<file path="src/rtl/spg_pkg.sv">
`timescale 1ns / 1ps
// ----------------------------------------------------------------------------
// spg_pkg: shared types and constants for the step pulse generator
// Field widths, command codes, register indexes and the structs that pass
// between the sequencer and the axis state block.
// ----------------------------------------------------------------------------
package spg_pkg;

  localparam int unsigned TIMER_W = 26;
  localparam int unsigned FIELD_W = 16;
  localparam int unsigned DIV_CNT_W = 5;

  localparam logic [TIMER_W-1:0] MICROS_PER_MINUTE = 26'd60000000;

  // input selector codes
  localparam logic FUNC_TICK = 1'b0;
  localparam logic FUNC_MOVE = 1'b1;

  // configuration register indexes
  localparam logic REG_STEPS_PER_REV = 1'b0;
  localparam logic REG_INVERT_DIR    = 1'b1;

  localparam logic [FIELD_W-1:0] STEPS_PER_REV_RESET = 16'd200;

  typedef struct packed {
    logic               tick;
    logic               move;
    logic               stop;
    logic               dir;
    logic [FIELD_W-1:0] count;
    logic [TIMER_W-1:0] period;
  } axis_cmd_t;

  typedef struct packed {
    logic [FIELD_W-1:0] steps_remaining;
    logic [FIELD_W-1:0] position;
    logic               busy_res;
    logic               dir_level;
    logic               step_pulse;
  } axis_res_t;

endpackage

</file>
<file path="src/rtl/stepper_step_pulse_generator_core.sv">
`timescale 1ns / 1ps
// ----------------------------------------------------------------------------
// stepper_step_pulse_generator_core: step/direction pulse generator
// Microsecond ticks advance a step timer; move commands set a new period,
// count and direction, the period coming from a shared iterative divider.
// ----------------------------------------------------------------------------
// channel  dir  handshake             payload
// s_*      in   s_tvalid/s_tready     tuser: func; tdata: move_steps, speed_rpm
// m_*      out  m_tvalid/m_tready     tdata: pulse, dir, busy, position, remaining
// cfg_*    in   cfg_valid/cfg_ready   cfg_index, cfg_data
//
// a tick or a zero-speed move loads the output register directly; the next item is taken while
// the result waits in the output register if it is taken in the same cycle
// a move with nonzero speed makes two 26-step passes through the one
// divider (60000000 / steps_per_rev, then / |speed|); the second pass starts
// when the first is done, and the move is committed when the second is done
// reset clears motion state; steps_per_rev returns to 200, invert to 0
// ----------------------------------------------------------------------------
module stepper_step_pulse_generator_core
  import spg_pkg::*;
(
  input  logic                clk,
  input  logic                rst,
  input  logic                s_tvalid,
  output logic                s_tready,
  input  logic [31:0]         s_tdata,   // move_steps [15:0], speed_rpm [31:16]
  input  logic                s_tuser,   // func
  output logic                m_tvalid,
  input  logic                m_tready,
  // step_pulse [0], dir_level [1], busy_res [2], position [18:3],
  // steps_remaining [34:19], zero [39:35]
  output logic [39:0]         m_tdata,
  input  logic                cfg_valid,
  output logic                cfg_ready,
  input  logic                cfg_index,
  input  logic [FIELD_W-1:0]  cfg_data
);

  localparam logic [1:0] ST_IDLE = 2'd0;
  localparam logic [1:0] ST_DIV1 = 2'd1;
  localparam logic [1:0] ST_DIV2 = 2'd2;

  logic [1:0]         state, state_next;
  logic [FIELD_W-1:0] steps_per_rev;
  logic               invert_direction;
  logic [FIELD_W-1:0] spr_eff;

  logic               s_accept;
  logic               is_move;
  logic [FIELD_W-1:0] in_steps;
  logic [FIELD_W-1:0] in_speed;
  logic [FIELD_W-1:0] steps_mag;
  logic [FIELD_W-1:0] speed_mag;

  logic [FIELD_W-1:0] count_r;
  logic [FIELD_W-1:0] speed_mag_r;
  logic               speed_neg_r;

  logic               div_start;
  logic [TIMER_W-1:0] div_dividend;
  logic [FIELD_W-1:0] div_divisor;
  logic               div_done;
  logic [TIMER_W-1:0] div_quot;

  logic               commit_move;
  logic [TIMER_W-1:0] period_sel;
  axis_cmd_t          cmd;
  axis_res_t          res;
  logic               out_load;

  assign cfg_ready = 1'b1;
  assign spr_eff   = (steps_per_rev == '0) ? FIELD_W'(1) : steps_per_rev;

  always_ff @(posedge clk) begin
    if (rst) begin
      steps_per_rev    <= STEPS_PER_REV_RESET;
      invert_direction <= 1'b0;
    end else if (cfg_valid && cfg_ready) begin
      unique case (cfg_index)
        REG_STEPS_PER_REV: steps_per_rev    <= cfg_data;
        REG_INVERT_DIR:    invert_direction <= cfg_data[0];
        default: ;
      endcase
    end
  end

  assign in_steps  = s_tdata[FIELD_W-1:0];
  assign in_speed  = s_tdata[2*FIELD_W-1:FIELD_W];
  // most negative value keeps its magnitude 32768
  assign steps_mag = in_steps[FIELD_W-1] ? (~in_steps + 1'b1) : in_steps;
  assign speed_mag = in_speed[FIELD_W-1] ? (~in_speed + 1'b1) : in_speed;

  assign s_tready = (state == ST_IDLE) && (!m_tvalid || m_tready);
  assign s_accept = s_tvalid && s_tready;
  assign is_move  = (s_tuser == FUNC_MOVE);

  always_ff @(posedge clk) begin
    if (s_accept && is_move) begin
      count_r     <= steps_mag;
      speed_mag_r <= speed_mag;
      speed_neg_r <= in_speed[FIELD_W-1];
    end
  end

  // sequencer around the shared divider
  always_comb begin
    state_next   = state;
    div_start    = 1'b0;
    div_dividend = MICROS_PER_MINUTE;
    div_divisor  = spr_eff;
    commit_move  = 1'b0;
    unique case (state)
      ST_IDLE: begin
        if (s_accept && is_move && in_speed != '0) begin
          div_start  = 1'b1;
          state_next = ST_DIV1;
        end
      end
      ST_DIV1: begin
        if (div_done) begin
          div_start    = 1'b1;
          div_dividend = div_quot;
          div_divisor  = speed_mag_r;
          state_next   = ST_DIV2;
        end
      end
      ST_DIV2: begin
        if (div_done) begin
          commit_move = 1'b1;
          state_next  = ST_IDLE;
        end
      end
      default: state_next = ST_IDLE;
    endcase
  end

  always_ff @(posedge clk) begin
    if (rst) begin
      state <= ST_IDLE;
    end else begin
      state <= state_next;
    end
  end

  spg_div u_div (
    .clk      (clk),
    .rst      (rst),
    .start    (div_start),
    .dividend (div_dividend),
    .divisor  (div_divisor),
    .done     (div_done),
    .quotient (div_quot)
  );

  assign period_sel = (div_quot == '0) ? TIMER_W'(1) : div_quot;

  always_comb begin
    cmd.tick   = s_accept && (s_tuser == FUNC_TICK);
    cmd.stop   = s_accept && is_move && (in_speed == '0);
    cmd.move   = commit_move;
    cmd.dir    = speed_neg_r ^ invert_direction;
    cmd.count  = count_r;
    cmd.period = period_sel;
  end

  spg_axis u_axis (
    .clk     (clk),
    .rst     (rst),
    .cmd     (cmd),
    .spr_eff (spr_eff),
    .res     (res)
  );

  assign out_load = cmd.tick || cmd.stop || cmd.move;

  always_ff @(posedge clk) begin
    if (rst) begin
      m_tvalid <= 1'b0;
    end else if (out_load) begin
      m_tvalid <= 1'b1;
    end else if (m_tready) begin
      m_tvalid <= 1'b0;
    end
  end

  always_ff @(posedge clk) begin
    if (out_load) begin
      m_tdata <= {5'b0, res.steps_remaining, res.position, res.busy_res,
                  res.dir_level, res.step_pulse};
    end
  end

`ifndef SYNTHESIS
  a_ready_only_idle: assert property (@(posedge clk) disable iff (rst)
    s_tready |-> state == ST_IDLE)
    else $error("input ready outside idle");

  a_move_starts_div: assert property (@(posedge clk) disable iff (rst)
    (s_accept && is_move && in_speed != '0) |=> state == ST_DIV1)
    else $error("move did not start the divider");

  a_done_in_div: assert property (@(posedge clk) disable iff (rst)
    div_done |-> (state == ST_DIV1 || state == ST_DIV2))
    else $error("divider finished outside a division step");

  a_commit_out_free: assert property (@(posedge clk) disable iff (rst)
    commit_move |-> !m_tvalid)
    else $error("move result would overwrite a pending transaction");

  a_period_nonzero: assert property (@(posedge clk) disable iff (rst)
    commit_move |-> period_sel != '0)
    else $error("zero step period committed");
`endif

endmodule

</file>
<file path="src/rtl/spg_div.sv">
`timescale 1ns / 1ps
// ----------------------------------------------------------------------------
// spg_div: iterative unsigned divider
// Restoring division, one quotient bit per cycle over the 26-bit dividend.
// A one-cycle done pulse marks a valid quotient.
// ----------------------------------------------------------------------------
module spg_div
  import spg_pkg::*;
(
  input  logic               clk,
  input  logic               rst,
  input  logic               start,
  input  logic [TIMER_W-1:0] dividend,
  input  logic [FIELD_W-1:0] divisor,
  output logic               done,
  output logic [TIMER_W-1:0] quotient
);

  logic                 busy;
  logic [DIV_CNT_W-1:0] cnt;
  logic [FIELD_W-1:0]   rem;
  logic [FIELD_W-1:0]   dvs;
  logic [FIELD_W:0]     rem_sh;
  logic [FIELD_W+1:0]   diff;

  // remainder stays below the divisor, so 16 bits hold it
  assign rem_sh = {rem, quotient[TIMER_W-1]};
  assign diff   = {1'b0, rem_sh} - {2'b00, dvs};

  always_ff @(posedge clk) begin
    if (rst) begin
      busy <= 1'b0;
      done <= 1'b0;
      cnt  <= '0;
    end else begin
      done <= 1'b0;
      if (start && !busy) begin
        busy <= 1'b1;
        cnt  <= '0;
      end else if (busy) begin
        cnt <= cnt + 1'b1;
        if (cnt == DIV_CNT_W'(TIMER_W - 1)) begin
          busy <= 1'b0;
          done <= 1'b1;
        end
      end
    end
  end

  always_ff @(posedge clk) begin
    if (start && !busy) begin
      quotient <= dividend;
      rem      <= '0;
      dvs      <= divisor;
    end else if (busy) begin
      if (!diff[FIELD_W+1]) begin
        rem      <= diff[FIELD_W-1:0];
        quotient <= {quotient[TIMER_W-2:0], 1'b1};
      end else begin
        rem      <= rem_sh[FIELD_W-1:0];
        quotient <= {quotient[TIMER_W-2:0], 1'b0};
      end
    end
  end

endmodule

</file>
<file path="src/rtl/spg_axis.sv">
`timescale 1ns / 1ps
// ----------------------------------------------------------------------------
// spg_axis: motion state of the step generator
// Holds period, timer, remaining count, direction and position; applies
// ticks, move starts and stops, and presents the result of the update.
// ----------------------------------------------------------------------------
module spg_axis
  import spg_pkg::*;
(
  input  logic               clk,
  input  logic               rst,
  input  axis_cmd_t          cmd,
  input  logic [FIELD_W-1:0] spr_eff,
  output axis_res_t          res
);

  logic [TIMER_W-1:0] period_us, period_us_next;
  logic [TIMER_W-1:0] elapsed_us, elapsed_us_next;
  logic [FIELD_W-1:0] remaining, remaining_next;
  logic               continuous, continuous_next;
  logic               direction, direction_next;
  logic [FIELD_W-1:0] step_position, step_position_next;

  logic               active;
  logic               pulse;
  logic [TIMER_W-1:0] elapsed_inc;
  logic [FIELD_W:0]   pos_inc;
  logic [FIELD_W-1:0] pos_stepped;

  assign active      = (remaining != '0) || continuous;
  assign elapsed_inc = elapsed_us + 1'b1;
  assign pos_inc     = {1'b0, step_position} + 1'b1;

  // wrap within one revolution, counting with the direction level
  always_comb begin
    if (direction) begin
      pos_stepped = (pos_inc >= {1'b0, spr_eff}) ? '0 : pos_inc[FIELD_W-1:0];
    end else if (step_position == '0 || step_position >= spr_eff) begin
      pos_stepped = spr_eff - 1'b1;
    end else begin
      pos_stepped = step_position - 1'b1;
    end
  end

  always_comb begin
    period_us_next     = period_us;
    elapsed_us_next    = elapsed_us;
    remaining_next     = remaining;
    continuous_next    = continuous;
    direction_next     = direction;
    step_position_next = step_position;
    pulse              = 1'b0;
    priority if (cmd.move) begin
      period_us_next  = cmd.period;
      direction_next  = cmd.dir;
      continuous_next = (cmd.count == '0);
      remaining_next  = cmd.count;
      elapsed_us_next = '0;
    end else if (cmd.stop) begin
      continuous_next = 1'b0;
      remaining_next  = '0;
    end else if (cmd.tick && active && period_us != '0) begin
      if (elapsed_inc >= period_us) begin
        elapsed_us_next = elapsed_inc - period_us;
        pulse           = 1'b1;
        if (remaining != '0) begin
          remaining_next     = remaining - 1'b1;
          step_position_next = pos_stepped;
        end
      end else begin
        elapsed_us_next = elapsed_inc;
      end
    end
  end

  always_ff @(posedge clk) begin
    if (rst) begin
      period_us     <= '0;
      elapsed_us    <= '0;
      remaining     <= '0;
      continuous    <= 1'b0;
      direction     <= 1'b0;
      step_position <= '0;
    end else begin
      period_us     <= period_us_next;
      elapsed_us    <= elapsed_us_next;
      remaining     <= remaining_next;
      continuous    <= continuous_next;
      direction     <= direction_next;
      step_position <= step_position_next;
    end
  end

  assign res.step_pulse      = pulse;
  assign res.dir_level       = direction_next;
  assign res.busy_res        = (remaining_next != '0) || continuous_next;
  assign res.position        = step_position_next;
  assign res.steps_remaining = remaining_next;

endmodule
</file>
<file path="config.mk">
export PLATFORM = sky130hd
export DESIGN_NAME = stepper_step_pulse_generator_core
export DESIGN_NICKNAME = d
export VERILOG_FILES = /design/src/rtl/spg_pkg.sv /design/src/rtl/stepper_step_pulse_generator_core.sv /design/src/rtl/spg_div.sv /design/src/rtl/spg_axis.sv
export SDC_FILE = /design/constraint.sdc
export NUM_CORES = 1
export LEC_CHECK = 0
export BUFFER_PORTS_ARGS = -buffer_cell sky130_fd_sc_hd__buf_2
export CAP_MARGIN = 20
export CORE_ASPECT_RATIO = 2
export CORE_MARGIN = 3
export CORE_UTILIZATION = 45
export CTS_BUF_LIST = sky130_fd_sc_hd__clkbuf_4 sky130_fd_sc_hd__clkbuf_8
export DETAILED_ROUTE_END_ITERATION = 10
export PLACE_DENSITY = 0.65
export SLEW_MARGIN = 20
export SYNTH_ARGS = -nofsm -noshare
export SYNTH_HDL_FRONTEND = slang
export SYNTH_SLANG_ARGS = --single-unit
</file>
<file path="constraint.sdc">
create_clock -name clk -period 10.8 [get_ports clk]
set_input_delay 1.62 -clock clk [delete_from_list [all_inputs] [get_ports clk]]
set_output_delay 1.62 -clock clk [all_outputs]
set_load 0.02 [all_outputs]
</file>
==> out/qor.yml <==
status:
  status: "finished clean"
synthesis:
  syn_area_per_cell_sq_um: 8.97
  synth_edf_count: 110
  ys.flop_type: "dfxtp_1"
  synthArstFlopShare: 0
  yosys_register_bits: 239
  syn_inst: 1616
  syn-cell-area_sq_um: 14500
  yosys_warnings: 0
  synth_cell_types: 91
  seq_area_frac_synth: 0.406
die:
  num_io_pins: 98
  die_w_um: 133
  start_util: 0.458
  fp.dieH_um: 260
  die-area_sq_um: 34500
  core-area_sq_um: 31700
  rows: 92
finish:
  regArea_sq_um: 5890
  fin_cells: 2136
  final_common_cell: "nand2_1"
  n_fill_cell: 3023
  final_cell_mix: "164 x nand2_1, 129 x dfxtp_1, 124 x o21ai_0"
  drive_above_1_share: 0.126
  design_area_sq_um: 16100
  area_delta_synth_final_pct: 11.1
  final_util: 0.508
  multi_input_area_sq_um: 7890
  nNetsFinal: 1824
place:
  dp.cells: 2067
  portBuffers: 91
  placed_cell_area_sq_um: 15300
  dpl_worst_slack_ns: 5.14
  place_hpwl_mm: 31.5
  gp_congestion: 0.972
sta:
  slew_headroom: 0.347
  fin_ws_ns: 5.05
  fmax_ghz: 0.174
  worstMarginPinSlew_ns: 0.979
  clock_skew_ns: 0.0198
  drv_slew: 0
  period_share: 0.533
  min_period_ns: 5.75
  fin_setup_tns_ns: 0
  rsz0062_at_grt: "false"
  worst_hold_slack_ns: 0.458
  setup_viol: 0
  finalHoldViolations: 0
pwr:
  combPwrFrac: 0.160
  netSwitchingFraction: 0.277
  report.power.total_mw: 2.28
  power_density_nw_per_um2: 142
  power_frac_seq: 0.462
  p_clk_frac: 0.378
  p_sw_uw: 632
  p_int_mw: 1.65
  irDropWorstVdd_v: 0.0000952
  leakagePower_nw: 6.42
setup_path:
  reg2reg_depth: 19
  crit_start: "u_axis.elapsed_us[0]"
  r2r_start: "u_axis.elapsed_us[0]"
  critPathCaptureType: "flip-flop"
  crit_required_ns: 11.09
  crit_end: "m_tdata[2]"
  critPathLaunchType: "flip-flop"
  path_max_fanout: 13
  crit_arrival_ns: 6.04
  path_class: "flip-flop to flip-flop"
  r2r_end: "m_tdata[2]"
  reg2reg_slack_ns: 5.05
drt:
  met3WireLength_mm: 1.40
  drc_errors: 0
  vias: 12305
  drt-met1-wl_mm: 13.5
  routed-wl-met2_mm: 23.2
  maxUsedRoutingLayer: "met4"
  firstDrtPassIters: 5
  wl_per_cell_um: 19.5
  ant_nets: 0
  vias_per_cell: 5.76
  dr.first_iter.drc_count: 633
  wl_mm: 41.7
clocking:
  clkSinkCount: 239
  clkTransAtPathRegs_ns: 0.07
  cts_tree: "done"
  cts_htree_levels: 2
  postCtsHoldBufs: 0
  cts-root-buf: "clkbuf_8"
  postCtsSetupRepairBufs: 0
  cts_buffers: 37
  clkLatencyLatePin_ns: 0.57
  cts_resized: 0
  cts_buffer_depth: 3
global_routing:
  overflow: 0
  antenna_found_initial: 1
  track_usage: 0.241
  grt_pass1_vias: 12748
  grt_pass1_wl_mm: 65.7
  grt_max_degree: 63
run:
  max_cap_violations: 0
worst_hold_path:
  min_path_type: "flip-flop to flip-flop"
## kinds of logic (layout without fill, tap and decap cells)
logic type,Yosys count,after routing,share of synthesized area
flip-flops,239,239,0.406
other,2,7,0.000518
AO/OA/AOI/OAI,372,372,0.165
buffers and inverters,184,276,0.0545
adder cells (fa/ha/maj),86,86,0.0753
XOR/XNOR,135,135,0.0821
AND/OR/NAND/NOR,581,581,0.204
multiplexers,17,17,0.0120
## per-layer routing
layer	GRT usage	vias up
met3	0.0298	181
met4	0.188	0
met1	0.216	5850
met2	0.473	381
li1	-	5893
met5	0	-
## area by class of cell
| class | instances | area share |
|---|---|---|
| Multi-Input combinational cell | 1197 | 0.490 |
| Timing Repair Buffer | 108 | 0.0362 |
| Inverter | 100 | 0.0233 |
| Sequential cell | 239 | 0.366 |
| Antenna cell | 1 | 0.000155 |
| Clock inverter | 18 | 0.0117 |
| Clock buffer | 50 | 0.0400 |
| Tap cell | 423 | 0.0329 |
## sequential cells by signal, summed over array words and instances, names as in the netlist, 2 cells and up
| name | cells |
|---|---|
| u_div.dvs | 16 |
| u_div.cnt | 5 |
| u_div.quotient | 26 |
| m_tdata | 35 |
| steps_per_rev | 16 |
| u_axis.remaining | 16 |
| state | 2 |
| u_axis.elapsed_us | 26 |
| u_axis.period_us | 26 |
| u_axis.step_position | 16 |
| u_div.rem | 16 |
| count_r | 16 |
| speed_mag_r | 16 |
## power by group through the flow
stage | sequential, mW | combinational [mW] | clock, mW
after floorplan | 1.07 | 0.267 | 0
after global placement | 1.07 | 0.353 | 0
final | 1.05 | 0.364 | 0.863
after global routing | 1.06 | 0.411 | 0.921
after detailed placement | 1.07 | 0.363 | 0
after CTS | 1.05 | 0.365 | 0.884
## how the worst min path moves through the flow
stage	from	end	slack, ns	cells past startpoint
after floorplan	steps_per_rev[0]	steps_per_rev[0]	0.44	2
after global placement	steps_per_rev[0]	steps_per_rev[0]	0.45	2
after detailed placement	steps_per_rev[12]	steps_per_rev[12]	0.45	2
after CTS	steps_per_rev[12]	steps_per_rev[12]	0.46	2
after global routing	steps_per_rev[0]	steps_per_rev[0]	0.48	2
final	steps_per_rev[12]	steps_per_rev[12]	0.46	2
## synthesized netlist by cell type, types with 47 or more instances
cell	count	area, sq um
nand3_1	51	255
nor2_1	105	394
nor2b_1	52	325
o21ai_0	127	636
a21oi_1	82	410
xnor2_1	87	762
xor2_1	47	412
dfxtp_1	129	2580
ha_1	84	1050
inv_1	99	372
nand2_1	164	616
edfxtp_1	110	3300
clkbuf_1	47	176
## critical path: stages (launching register included)
cell	delay, ns
dfxtp_1	0.40
ha_1	0.25
and3_1	0.28
nand3_1	0.17
nor2_1	0.33
and3_1	0.28
nand2_1	0.15
nor2_1	0.15
xor2_1	0.10
ha_1	0.37
nand2_1	0.13
nor3_1	0.27
nand3_1	0.12
a32oi_1	0.37
a31o_1	0.46
nand2_1	0.48
a221oi_2	0.45
o2111ai_1	0.18
nor4_1	0.43
nand3_1	0.11
Note: power is estimated with default switching activity, not from simulation.
